### src/bnpf_pkg.sv
`timescale 1ns / 1ps
`default_nettype none
// ----------------------------------------------------------------------------
// bnpf_pkg: shared types and helpers for the bimatrix Nash/Pareto finder
// Sizes, payoff and index types, controller states and datapath commands.
// ----------------------------------------------------------------------------
package bnpf_pkg;

  localparam int MAX_STRATEGIES = 8;
  localparam int PAYOFF_WIDTH   = 16;
  localparam int CELLS          = MAX_STRATEGIES * MAX_STRATEGIES;
  localparam int IDX_W          = $clog2(MAX_STRATEGIES);
  localparam int ADDR_W         = $clog2(CELLS);
  localparam int CFG_W          = 4;
  localparam int IN_IDX_W       = 3;
  localparam int IN_PAYOFF_W    = 16;

  typedef logic [IDX_W-1:0]               idx_t;
  typedef logic [ADDR_W-1:0]              addr_t;
  typedef logic signed [PAYOFF_WIDTH-1:0] payoff_t;

  typedef enum logic [2:0] {
    ST_IDLE,
    ST_COLMAX,
    ST_ROWMAX,
    ST_TARGET,
    ST_SCAN,
    ST_WAIT,
    ST_EMIT
  } state_t;

  typedef enum logic [2:0] {
    OP_NONE,
    OP_COLMAX,
    OP_ROWMAX,
    OP_TARGET,
    OP_SCAN
  } op_t;

  typedef struct packed {
    logic wr_en;
    op_t  op;
    logic first;
    logic last;
    idx_t row;
    idx_t col;
    idx_t tgt_row;
    idx_t tgt_col;
  } dp_cmd_t;

  typedef struct packed {
    logic nash;
    logic pareto;
  } dp_stat_t;

  function automatic payoff_t payoff_in(logic signed [IN_PAYOFF_W-1:0] v);
    return payoff_t'(v);
  endfunction

  function automatic addr_t cell_addr(idx_t r, idx_t c);
    return addr_t'(int'(r) * MAX_STRATEGIES + int'(c));
  endfunction

  // clamps a size code to 1..MAX_STRATEGIES and returns the last index
  function automatic idx_t last_index(logic [CFG_W-1:0] v);
    if (v == '0) begin
      return '0;
    end else if (int'(v) > MAX_STRATEGIES) begin
      return idx_t'(MAX_STRATEGIES - 1);
    end else begin
      return idx_t'(int'(v) - 1);
    end
  endfunction

endpackage
`default_nettype wire

### src/bimatrix_nash_pareto_finder_top.sv
`timescale 1ns / 1ps
`default_nettype none
// ----------------------------------------------------------------------------
// bimatrix_nash_pareto_finder_top: pure Nash and Pareto cell finder
// Loads a square bimatrix game cell by cell, then reports one flag
// result per cell in row-major order.
//
//   channel  ports                      transfer when
//   in       in_valid / in_stall        in_valid & !in_stall
//   out      out_valid / out_stall      out_valid & !out_stall
//   cfg      cfg_we / cfg_wdata         cfg_we
//
// A cell without last_cell is stored and leaves the input open. A
// last_cell item then runs a column-wise and a row-wise max search,
// and for each result a target read, scan reads of every cell through
// the single read port of each store, a wait state and an output state.
// Output stalls hold the result and extend the run. Reset gives size 8
// and best-reply tables cleared to zero; payoff stores hold nothing until written.
// ----------------------------------------------------------------------------
module bimatrix_nash_pareto_finder_top
  import bnpf_pkg::*;
(
  input  wire logic                          clk,
  input  wire logic                          rst_n,
  input  wire logic                          cfg_we,
  input  wire logic [CFG_W-1:0]              cfg_wdata,
  input  wire logic                          in_valid,
  output logic                               in_stall,
  input  wire logic [IN_IDX_W-1:0]           in_row,
  input  wire logic [IN_IDX_W-1:0]           in_col,
  input  wire logic signed [IN_PAYOFF_W-1:0] in_payoff_row_player,
  input  wire logic signed [IN_PAYOFF_W-1:0] in_payoff_col_player,
  input  wire logic                          in_last_cell,
  output logic                               out_valid,
  input  wire logic                          out_stall,
  output logic [IN_IDX_W-1:0]                out_cell_row,
  output logic [IN_IDX_W-1:0]                out_cell_col,
  output logic                               out_is_nash,
  output logic                               out_is_pareto,
  output logic                               out_last_result
);

  dp_cmd_t  cmd;
  dp_stat_t stat;

  bnpf_ctrl u_ctrl (
    .clk             (clk),
    .rst_n           (rst_n),
    .cfg_we          (cfg_we),
    .cfg_wdata       (cfg_wdata),
    .in_valid        (in_valid),
    .in_last_cell    (in_last_cell),
    .in_stall        (in_stall),
    .out_valid       (out_valid),
    .out_stall       (out_stall),
    .out_cell_row    (out_cell_row),
    .out_cell_col    (out_cell_col),
    .out_last_result (out_last_result),
    .cmd             (cmd)
  );

  bnpf_datapath u_dp (
    .clk                  (clk),
    .rst_n                (rst_n),
    .cmd                  (cmd),
    .in_row               (in_row),
    .in_col               (in_col),
    .in_payoff_row_player (in_payoff_row_player),
    .in_payoff_col_player (in_payoff_col_player),
    .stat                 (stat)
  );

  assign out_is_nash   = stat.nash;
  assign out_is_pareto = stat.pareto;

  a_no_load_while_out : assert property (@(posedge clk) disable iff (!rst_n)
    out_valid |-> in_stall)
    else $error("input open while a result is pending");

  a_last_starts_run : assert property (@(posedge clk) disable iff (!rst_n)
    in_valid && !in_stall && in_last_cell |=> in_stall && !out_valid)
    else $error("analysis did not start after last cell");

  a_load_one_cycle : assert property (@(posedge clk) disable iff (!rst_n)
    in_valid && !in_stall && !in_last_cell |=> !in_stall)
    else $error("plain load did not return to idle");

  a_run_ends : assert property (@(posedge clk) disable iff (!rst_n)
    out_valid && !out_stall && out_last_result |=> !out_valid && !in_stall)
    else $error("run did not end after final result");

endmodule
`default_nettype wire

### src/bnpf_ram.sv
`timescale 1ns / 1ps
`default_nettype none
// ----------------------------------------------------------------------------
// bnpf_ram: generic single-port-write, single-port-read RAM
// One write and one registered read per cycle.
// ----------------------------------------------------------------------------
module bnpf_ram #(
  parameter int WIDTH = 16,
  parameter int DEPTH = 64
) (
  input  wire logic                     clk,
  input  wire logic                     we,
  input  wire logic [$clog2(DEPTH)-1:0] waddr,
  input  wire logic [WIDTH-1:0]         wdata,
  input  wire logic [$clog2(DEPTH)-1:0] raddr,
  output logic [WIDTH-1:0]              rdata
);

  logic [WIDTH-1:0] mem_r [DEPTH];
  logic [WIDTH-1:0] rdata_r;

  always_ff @(posedge clk) begin
    if (we) begin
      mem_r[waddr] <= wdata;
    end
    rdata_r <= mem_r[raddr];
  end

  assign rdata = rdata_r;

endmodule
`default_nettype wire

### src/bnpf_ctrl.sv
`timescale 1ns / 1ps
`default_nettype none
// ----------------------------------------------------------------------------
// bnpf_ctrl: sequencing controller
// Holds the size register, walks the max searches and the per-cell
// dominance scans, and presents each result.
// ----------------------------------------------------------------------------
module bnpf_ctrl
  import bnpf_pkg::*;
(
  input  wire logic                clk,
  input  wire logic                rst_n,
  input  wire logic                cfg_we,
  input  wire logic [CFG_W-1:0]    cfg_wdata,
  input  wire logic                in_valid,
  input  wire logic                in_last_cell,
  output logic                     in_stall,
  output logic                     out_valid,
  input  wire logic                out_stall,
  output logic [IN_IDX_W-1:0]      out_cell_row,
  output logic [IN_IDX_W-1:0]      out_cell_col,
  output logic                     out_last_result,
  output dp_cmd_t                  cmd
);

  state_t state_r, state_nxt;
  idx_t   nl_r;
  idx_t   cr_r, cr_nxt;
  idx_t   cc_r, cc_nxt;
  idx_t   ci_r, ci_nxt;
  idx_t   cj_r, cj_nxt;
  logic   cell_end;

  assign cell_end = (ci_r == nl_r) && (cj_r == nl_r);

  always_ff @(posedge clk) begin
    if (!rst_n) begin
      state_r <= ST_IDLE;
      nl_r    <= idx_t'(MAX_STRATEGIES - 1);
      cr_r    <= '0;
      cc_r    <= '0;
      ci_r    <= '0;
      cj_r    <= '0;
    end else begin
      state_r <= state_nxt;
      cr_r    <= cr_nxt;
      cc_r    <= cc_nxt;
      ci_r    <= ci_nxt;
      cj_r    <= cj_nxt;
      if (cfg_we) begin
        nl_r <= last_index(cfg_wdata);
      end
    end
  end

  always_comb begin
    state_nxt   = state_r;
    cr_nxt      = cr_r;
    cc_nxt      = cc_r;
    ci_nxt      = ci_r;
    cj_nxt      = cj_r;
    cmd         = '0;
    cmd.op      = OP_NONE;
    cmd.tgt_row = ci_r;
    cmd.tgt_col = cj_r;
    in_stall    = 1'b1;
    out_valid   = 1'b0;
    case (state_r)
      ST_IDLE: begin
        in_stall   = 1'b0;
        cmd.wr_en  = in_valid;
        if (in_valid && in_last_cell) begin
          state_nxt = ST_COLMAX;
          cr_nxt    = '0;
          cc_nxt    = '0;
          ci_nxt    = '0;
          cj_nxt    = '0;
        end
      end
      ST_COLMAX: begin
        // column-wise sweep, row index inner
        cmd.op    = OP_COLMAX;
        cmd.row   = cr_r;
        cmd.col   = cc_r;
        cmd.first = (cr_r == '0);
        cmd.last  = (cr_r == nl_r);
        if (cr_r == nl_r) begin
          cr_nxt = '0;
          if (cc_r == nl_r) begin
            cc_nxt    = '0;
            state_nxt = ST_ROWMAX;
          end else begin
            cc_nxt = cc_r + idx_t'(1);
          end
        end else begin
          cr_nxt = cr_r + idx_t'(1);
        end
      end
      ST_ROWMAX, ST_SCAN: begin
        cmd.op    = (state_r == ST_ROWMAX) ? OP_ROWMAX : OP_SCAN;
        cmd.row   = cr_r;
        cmd.col   = cc_r;
        cmd.first = (cc_r == '0);
        cmd.last  = (cc_r == nl_r);
        if (cc_r == nl_r) begin
          cc_nxt = '0;
          if (cr_r == nl_r) begin
            cr_nxt    = '0;
            state_nxt = (state_r == ST_ROWMAX) ? ST_TARGET : ST_WAIT;
          end else begin
            cr_nxt = cr_r + idx_t'(1);
          end
        end else begin
          cc_nxt = cc_r + idx_t'(1);
        end
      end
      ST_TARGET: begin
        cmd.op    = OP_TARGET;
        cmd.row   = ci_r;
        cmd.col   = cj_r;
        state_nxt = ST_SCAN;
      end
      ST_WAIT: begin
        // last scan read still in flight
        state_nxt = ST_EMIT;
      end
      ST_EMIT: begin
        out_valid = 1'b1;
        if (!out_stall) begin
          if (cell_end) begin
            ci_nxt    = '0;
            cj_nxt    = '0;
            state_nxt = ST_IDLE;
          end else begin
            if (cj_r == nl_r) begin
              cj_nxt = '0;
              ci_nxt = ci_r + idx_t'(1);
            end else begin
              cj_nxt = cj_r + idx_t'(1);
            end
            state_nxt = ST_TARGET;
          end
        end
      end
      default: begin
        state_nxt = ST_IDLE;
      end
    endcase
  end

  assign out_cell_row    = IN_IDX_W'(ci_r);
  assign out_cell_col    = IN_IDX_W'(cj_r);
  assign out_last_result = cell_end;

endmodule
`default_nettype wire

### src/bnpf_datapath.sv
`timescale 1ns / 1ps
`default_nettype none
// ----------------------------------------------------------------------------
// bnpf_datapath: payoff stores, max search and dominance check
// Two payoff RAMs, a running maximum, best-reply tables and the
// dominance flag for the cell under test.
// ----------------------------------------------------------------------------
module bnpf_datapath
  import bnpf_pkg::*;
(
  input  wire logic                          clk,
  input  wire logic                          rst_n,
  input  wire dp_cmd_t                       cmd,
  input  wire logic [IN_IDX_W-1:0]           in_row,
  input  wire logic [IN_IDX_W-1:0]           in_col,
  input  wire logic signed [IN_PAYOFF_W-1:0] in_payoff_row_player,
  input  wire logic signed [IN_PAYOFF_W-1:0] in_payoff_col_player,
  output dp_stat_t                           stat
);

  dp_cmd_t pipe_r;
  logic    wr;
  addr_t   waddr;
  addr_t   raddr;
  payoff_t rd_a;
  payoff_t rd_b;
  payoff_t run_max_r;
  idx_t    run_idx_r;
  payoff_t tgt_a_r;
  payoff_t tgt_b_r;
  logic    dom_r;
  idx_t    best_row_r [MAX_STRATEGIES];
  idx_t    best_col_r [MAX_STRATEGIES];
  logic    use_b;
  payoff_t cmp_val;
  idx_t    cmp_idx;
  logic    take;
  logic    self_cell;
  logic    dominated;

  assign wr    = cmd.wr_en && (int'(in_row) < MAX_STRATEGIES)
                           && (int'(in_col) < MAX_STRATEGIES);
  assign waddr = cell_addr(idx_t'(in_row), idx_t'(in_col));
  assign raddr = cell_addr(cmd.row, cmd.col);

  bnpf_ram #(.WIDTH(PAYOFF_WIDTH), .DEPTH(CELLS)) u_row_store (
    .clk   (clk),
    .we    (wr),
    .waddr (waddr),
    .wdata (payoff_in(in_payoff_row_player)),
    .raddr (raddr),
    .rdata (rd_a)
  );

  bnpf_ram #(.WIDTH(PAYOFF_WIDTH), .DEPTH(CELLS)) u_col_store (
    .clk   (clk),
    .we    (wr),
    .waddr (waddr),
    .wdata (payoff_in(in_payoff_col_player)),
    .raddr (raddr),
    .rdata (rd_b)
  );

  assign use_b     = (pipe_r.op == OP_ROWMAX);
  assign cmp_val   = use_b ? rd_b : rd_a;
  assign cmp_idx   = use_b ? pipe_r.col : pipe_r.row;
  assign take      = pipe_r.first || (cmp_val > run_max_r);
  assign self_cell = (pipe_r.row == cmd.tgt_row) && (pipe_r.col == cmd.tgt_col);
  assign dominated = !self_cell && (rd_a >= tgt_a_r) && (rd_b >= tgt_b_r);

  always_ff @(posedge clk) begin
    if (!rst_n) begin
      pipe_r <= '0;
      for (int k = 0; k < MAX_STRATEGIES; k++) begin
        best_row_r[k] <= '0;
        best_col_r[k] <= '0;
      end
    end else begin
      pipe_r <= cmd;
      if (pipe_r.last && (pipe_r.op == OP_COLMAX)) begin
        best_row_r[pipe_r.col] <= take ? cmp_idx : run_idx_r;
      end
      if (pipe_r.last && (pipe_r.op == OP_ROWMAX)) begin
        best_col_r[pipe_r.row] <= take ? cmp_idx : run_idx_r;
      end
    end
  end

  always_ff @(posedge clk) begin
    case (pipe_r.op)
      OP_COLMAX, OP_ROWMAX: begin
        if (take) begin
          run_max_r <= cmp_val;
          run_idx_r <= cmp_idx;
        end
      end
      OP_TARGET: begin
        tgt_a_r <= rd_a;
        tgt_b_r <= rd_b;
        dom_r   <= 1'b0;
      end
      OP_SCAN: begin
        if (dominated) begin
          dom_r <= 1'b1;
        end
      end
      default: begin
      end
    endcase
  end

  assign stat.nash   = (best_row_r[cmd.tgt_col] == cmd.tgt_row)
                    && (best_col_r[cmd.tgt_row] == cmd.tgt_col);
  assign stat.pareto = !dom_r;

endmodule
`default_nettype wire

### config.mk
export PLATFORM = sky130hd
export DESIGN_NAME = bimatrix_nash_pareto_finder_top
export DESIGN_NICKNAME = d
export VERILOG_FILES = /design/src/bnpf_pkg.sv /design/src/bimatrix_nash_pareto_finder_top.sv /design/src/bnpf_ram.sv /design/src/bnpf_ctrl.sv /design/src/bnpf_datapath.sv
export SDC_FILE = /design/constraint.sdc
export NUM_CORES = 2
export LEC_CHECK = 0
export BUFFER_PORTS_ARGS = -buffer_cell sky130_fd_sc_hd__clkbuf_2
export CAP_MARGIN = 10
export CORE_MARGIN = 5
export CORE_UTILIZATION = 30
export CTS_CLUSTER_SIZE = 40
export DETAILED_ROUTE_END_ITERATION = 10
export GPL_TIMING_DRIVEN = 0
export PLACE_DENSITY = 0.41
export SLEW_MARGIN = 25
export SYNTH_ARGS = -nofsm -noshare
export SYNTH_HDL_FRONTEND = slang
export SYNTH_SLANG_ARGS = --single-unit
### constraint.sdc
create_clock -name clk -period 4.2 [get_ports clk]
set_input_delay 0 -clock clk [delete_from_list [all_inputs] [get_ports clk]]
set_output_delay 0 -clock clk [all_outputs]
set_load 0.005 [all_outputs]
After elaboration in Yosys (flattened, before gate mapping)

Memory sizes are Yosys's and may differ from the RTL's. A register that Yosys moved wholly into a read port is not among the register bits.
Index checks and enable logic that the tools add are counted.

Logic and storage cells: 144
Input port bits: 48
Memories: 4
Bits in writable memories: 2,096
Flip-flop bits (word level): 81

Memories:

| name                   | depth | width | read ports | clocked after Yosys merged registers in | write ports | line                | source |
|---|---|---|---|---|---|---|---|
| u_dp.u_col_store.mem_r | 64    | 16    | 1          | 1                                       | 1           | bnpf_ram.sv:19      | `logic [WIDTH-1:0] mem_r [DEPTH];` |
| u_dp.u_row_store.mem_r | 64    | 16    | 1          | 1                                       | 1           | bnpf_ram.sv:19      |  |
| u_dp.best_col_r        | 8     | 3     | 1          | 1                                       | 8           | bnpf_datapath.sv:33 | `idx_t best_col_r [MAX_STRATEGIES];` |
| u_dp.best_row_r        | 8     | 3     | 1          | 1                                       | 8           | bnpf_datapath.sv:32 | `idx_t best_row_r [MAX_STRATEGIES];` |

Multiplexer cells: 57
Eq/ne operators: 26
$add $sub $neg: 7
$lt $le $gt $ge: 4
Reduce and logical (&&, ||, !) cells: 30

Operator list:

| cell                | number |
|---|---|
| $mux 3              | 31 |
| $ge 16x16->1        | 2 |
| $pmux 3 s3          | 3 |
| $eq 3x3->1          | 8 |
| $pmux 3 s6          | 1 |
| $gt 16x16->1        | 1 |
| $mux 16             | 1 |
| $mux 1              | 15 |
| $add 3x1->3 const B | 4 |
| $add 6x3->6         | 2 |
| $eq 3x2->1 const B  | 4 |
| $eq 3x3->1 const B  | 4 |
| $ne 2x1->1 const B  | 6 |
| $pmux 3 s2          | 2 |
| $pmux 6 s2          | 1 |
| $logic_not 3->1     | 3 |
| $reduce_and 3->1    | 3 |
| $reduce_or 3->1     | 3 |
| $logic_and 1x1->1   | 8 |
| $eq 3x1->1 const B  | 2 |
| $reduce_and 6->1    | 1 |
| $gt 4x4->1 const B  | 1 |
| $logic_not 4->1     | 1 |
| $pmux 2 s2          | 1 |
| 12 further kinds    | 16 |

Longest topological paths before layout

Depth after elaboration: 7
Mapped depth: 15

Hierarchy

A second synthesis with hierarchy kept.

Cell total of the unflattened synthesis: 4,346
Area total of the unflattened synthesis: 87,566.5 µm²

Modules (own cells, without submodules):

| module        | area each (µm²) | cells an instance | instances |
|---|---|---|---|
| bnpf_ram      | 40,042.2        | 1,829             | 2 |
| bnpf_datapath | 5,973.2         | 492               | 1 |
| bnpf_ctrl     | 1,508.9         | 196               | 1 |

Least setup slack after synthesis

OpenSTA, ideal clock, no wires.

Kind: flip-flop to flip-flop
From: reg u_dp.pipe_r[15] (netlist bit)
To: reg u_dp.run_max_r[0], enable pin
Setup time: 0.409 ns
Period minus slack after synthesis: 4.520 ns
Stages on the path, launching flop included: 13
Data arrival time: 4.110 ns
Path buffers: 2
Required time: 3.791 ns
Slack: -0.320 ns
Cell sequence: dfxtp_1 -> nor3b_1 -> clkbuf_1 -> clkbuf_1 -> mux2_2 -> ha_1 -> nor2b_1 -> o21a_1 -> o21a_1 -> o21bai_1 -> a211oi_1 -> o32ai_1 -> nor3_1

Longest elaborated chain between the ends: 5

RTL lines:

| element                    | line                | source |
|---|---|---|
| start: declaration         | bnpf_datapath.sv:21 | `dp_cmd_t pipe_r;` |
| start signal: assignment   | bnpf_datapath.sv:79 | `pipe_r <= cmd;` |
| $eq 3x2->1                 | bnpf_datapath.sv:64 | `assign use_b = (pipe_r.op == OP_ROWMAX);` |
| $mux 16                    | bnpf_datapath.sv:65 | `assign cmp_val = use_b ? rd_b : rd_a;` |
| via u_dp.cmp_val[1]        | bnpf_datapath.sv:35 | `payoff_t cmp_val;` |
| $gt 16x16->1               | bnpf_datapath.sv:67 | `assign take = pipe_r.first \|\| (cmp_val > run_max_r);` |
| $logic_or 1x1->1           | bnpf_datapath.sv:67 |  |
| $reduce_and 2->1 (no line) | --                  |  |
| end signal: assignment     | bnpf_datapath.sv:93 | `run_max_r <= cmp_val;` |
| end: declaration           | bnpf_datapath.sv:27 | `payoff_t run_max_r;` |

The timed path passes the listed nets, and every way through them passes these cells.
A chain may end at the register's enable or synchronous reset.

Worst setup path after layout

From: reg u_ctrl.state_r[0]
To: reg u_dp.u_col_store.rdata_r[6] (netlist: u_dp.u_col_store.rdata[6]), read port of u_dp.u_col_store.mem_r

Longest elaborated chain between the ends: 4

RTL lines:

| element                                  | line            | source |
|---|---|---|
| start: declaration                       | bnpf_ctrl.sv:26 | `state_t state_r, state_nxt;` |
| start signal: assignment                 | bnpf_ctrl.sv:45 | `state_r <= state_nxt;` |
| $eq 3x1->1, or another cell as far along | bnpf_ctrl.sv:68 | `case (state_r)` |
| $reduce_or 3->1 (no line)                | --              |  |
| $pmux 6 s2 (*)                           | bnpf_ctrl.sv:68 |  |
| $add 6x3->6 (*)                          | bnpf_pkg.sv:61  | `return addr_t'(int'(r) * MAX_STRATEGIES + int'(c));` |
| end: declaration                         | bnpf_ram.sv:20  | `logic [WIDTH-1:0] rdata_r;` |

Every way passes the cells marked *; elsewhere a longest branch is shown, timed or not.

==> flow_summary.ini <==
[sta]
finalHoldViolCount = 0
skew_ns = 0.0656
whs_ns = 0.0385
fmax_mhz = 226
slew_headroom = 0.243
period_needed_ns = 4.43
fin_crit_sh = 1.05
worstMarginPinSlew_ns = 1.14
final_max_slew_viol_count = 0
setup_viol = 14
worst_slack_ns = -0.229
setup_tns_ns = -0.947

[synth]
yosys_warnings = 0
synth_edf_count = 2148
ys.flop_type = edfxtp_1
ys_seq_area_frac = 0.741
synth_cell_types = 84
async_flop_share = 0
syn_avg_cell_area_sq_um = 13.6
ys_seq_elements = 2215
syn_nets = 6629
synth_area_sq_um = 88800
synth_cells = 6526

[clock_network]
clock_latency_ns = 0.92
cts_root_buf = clkbuf_16
clockBufferDepth = 4
htreeDepth = 4
clock-sinks = 2215
path_clk_slew_ns = 0.06
cts_buffers = 244
cts_tree = built

[worst_setup_path]
reg2reg_to = u_dp.u_col_store.rdata[6]
r2r_cells = 10
r2r-start = u_ctrl.state_r[0]
path_max_fanout = 11
cp_slowest_cell = a221oi_1
r2r_slack_ns = -0.23
crit_type = flop to flop
path_delay_family = compound AO/OA/AOI/OAI gates
cpMostUsedCell = buf_4
crit_start = u_ctrl.state_r[0]
crit_chain = nor3b_4 -> a221o_2 -> buf_4 -> buf_6 -> buf_4 -> buf_4 -> a31oi_1 -> a221oi_1 -> o22ai_2 -> a311o_1
required_ns = 4.96
cp.arrival_ns = 5.19
cp-start-kind = flop
critical_path.max_stage_delay_ns = 0.63
cp-end-kind = flop
path_buf_inv = 4

[placement]
dp_hpwl_mm = 270
numPortBuffers = 55
gp_congestion = 0.932

[floorplanning]
num_io_pins = 59
die_x_um = 554
initial_core_util = 0.302
die_area_sq_um = 307000
coreArea_sq_um = 294000
die_y_um = 554
rows = 199

[worst_hold_path]
hold_start = in_col[0]
holdPathStages = 4
worstHoldEndpoint = u_dp.u_col_store.mem_r[24][5]
min_path_type = input pin to flop

[power]
p_leak_nw = 38.1
max-vdd-ir-drop_mv = 0.347
p_per_area_nw_per_um2 = 451
total_power_mw = 49.0

[grt]
grt_max_degree = 65
grt_pass1_vias = 56810
grt_pass1_wl_mm = 503
gr-total-overflow = 0
groute.usage.overall = 0.238
grt_antenna_before_repair = 36

[run]
cap_violations = 0

[drt]
drt_wl_total_mm = 377
wl_per_cell_um = 33.7
first_pass_iters = 6
viasPerCell = 5.35
route.detailed.drc = 0
antenna_left = 0
drtIter0Drc = 7227
vias = 59930

[layout]
syn_to_final_growth_pct = 22.3
fin_util = 0.369
drive_gt1_frac = 0.159
fin_nets = 7180

[run_status]
status = complete, but fails checks
violations = setup timing
-- Yosys cell counts, drive strengths merged, types with 20 or more instances --
| cell type | n | share of area |
|---|---|---|
| a31oi | 256 | 0.018 |
| inv | 66 | 0.0028 |
| a221oi | 78 | 0.0078 |
| nand3 | 499 | 0.028 |
| nor2 | 157 | 0.0069 |
| and3 | 243 | 0.017 |
| o21ai | 28 | 0.0016 |
| mux2i | 207 | 0.023 |
| ha | 55 | 0.0077 |
| o22ai | 20 | 0.0014 |
| edfxtp | 2148 | 0.73 |
| mux2 | 22 | 0.0028 |
| nand2 | 1842 | 0.078 |
| clkbuf | 152 | 0.0064 |
| a32oi | 38 | 0.0037 |
| a21oi | 49 | 0.0028 |
| a32o | 76 | 0.0086 |
| buf | 267 | 0.016 |
| dfxtp | 67 | 0.015 |
-- sequential cells by signal, summed over array words and instances, names as in the netlist, named ones only --
| name | cells |
|---|---|
| u_dp.u_row_store.rdata | 16 |
| u_ctrl.state_r | 3 |
| u_dp.best_row_r | 24 |
| u_dp.dom_r | 1 |
| u_dp.u_col_store.mem_r | 1024 |
| u_ctrl.out_cell_col | 3 |
| u_dp.u_row_store.mem_r | 1024 |
| u_dp.u_col_store.rdata | 16 |
| u_dp.tgt_a_r | 16 |
| u_ctrl.cr_r | 3 |
| u_dp.pipe_r | 11 |
| u_dp.run_idx_r | 3 |
| u_dp.run_max_r | 16 |
| u_dp.best_col_r | 24 |
| u_ctrl.cc_r | 3 |
| u_ctrl.out_cell_row | 3 |
| u_ctrl.nl_r | 3 |
| u_dp.tgt_b_r | 16 |
-- worst min-delay path: cells and delay by family --
family | cells | cell delay [ns]
buffers and inverters | 1 | 0.12
and+or+nand+nor | 3 | 0.64
-- cell usage in the layout (no fill, tap or decap), types with 66 or more instances in the layout --
master,synthesis,final
mux2i_1,207,199
clkbuf_1,152,133
a32o_1,76,75
a31oi_1,256,250
edfxtp_1,2148,2148
nand3_1,499,497
nand2_1,1841,1840
buf_12,0,70
clkbuf_16,0,246
and3_1,243,243
buf_4,43,93
clkbuf_2,0,99
dfxtp_1,67,66
buf_2,179,136
nor2_4,2,70
buf_16,0,99
nor2_1,151,84
-- how the worst max path moves through the flow --
stage / end / slack, ns / cells past startpoint
final: u_dp.u_col_store.rdata[6] / -0.23 / 10
after floorplan: u_dp.best_col_r[0][1] / -0.03 / 14
after global routing: u_dp.u_row_store.rdata[5] / -0.005 / 11
after global placement: u_dp.u_row_store.mem_r[46][2] / -3.04 / 8
after detailed placement: u_dp.u_col_store.rdata[8] / -1.73 / 11
after CTS: u_dp.u_row_store.rdata[11] / 0.001 / 12
-- layer usage --
layer,vias up,GRT usage,wire length (um)
met3,726,0.0413,28300
met1,30945,0.316,156000
met5,-,0,34
met4,6,0.109,20100
met2,2868,0.380,173000
li1,25385,-,-
-- cells by family (layout without fill, tap and decap cells) --
group           count (synthesis)  count (layout)  synth area share
compound gates                653             653            0.0546
mux                           242             242            0.0295
other cells                     0              13                 0
xor+xnor                       31              31           0.00306
simple gates                 2843            2843             0.138
fa+ha+maj                      57              57           0.00797
buf+inv                       485            1237            0.0256
flops                        2215            2215             0.741
-- layout make-up --
class,count,area (sq um)
multi-input combinational,3826,22200
antenna,13,32.5
fill,28117,186000
tap,3919,4900
timing repair buffer,308,5290
buffer,416,2480
sequential,2215,65800
clock buffer,324,6500
clock inverter,123,1080
inverter,66,248
-- what timing repair did --
item | CTS | global route
pin swaps | 8 | 13
resized for setup | 307 | 69
setup endpoints to repair | 832 | 267
setup buffers | 9 | 14
hold buffers | 60 | 0
cloned | 0 | 1
endpoints found under the hold margin | 2232 | 0
-- metrics by stage --
step                setup WS [ns]  area, sq um  instances
finish                     -0.229       109000      11210
global route             -0.00547       109000      11199
CTS                       0.00119       108000      11183
detailed placement          -1.73        98700      10669
global placement            -3.04        94000      10500
floorplan                 -0.0311        88800       6526
-- power by group --
part / total, mW / internal, mW / switching, mW / leakage [nW]
combinational: 3.47 / 1.05 / 2.42 / 14.5
sequential: 24.6 / 24.5 / 0.117 / 19.9
clock: 20.9 / 11.8 / 9.06 / 3.69
total: 49.0 / 37.4 / 11.6 / 38.1
Power figures use the tool's default switching activity.
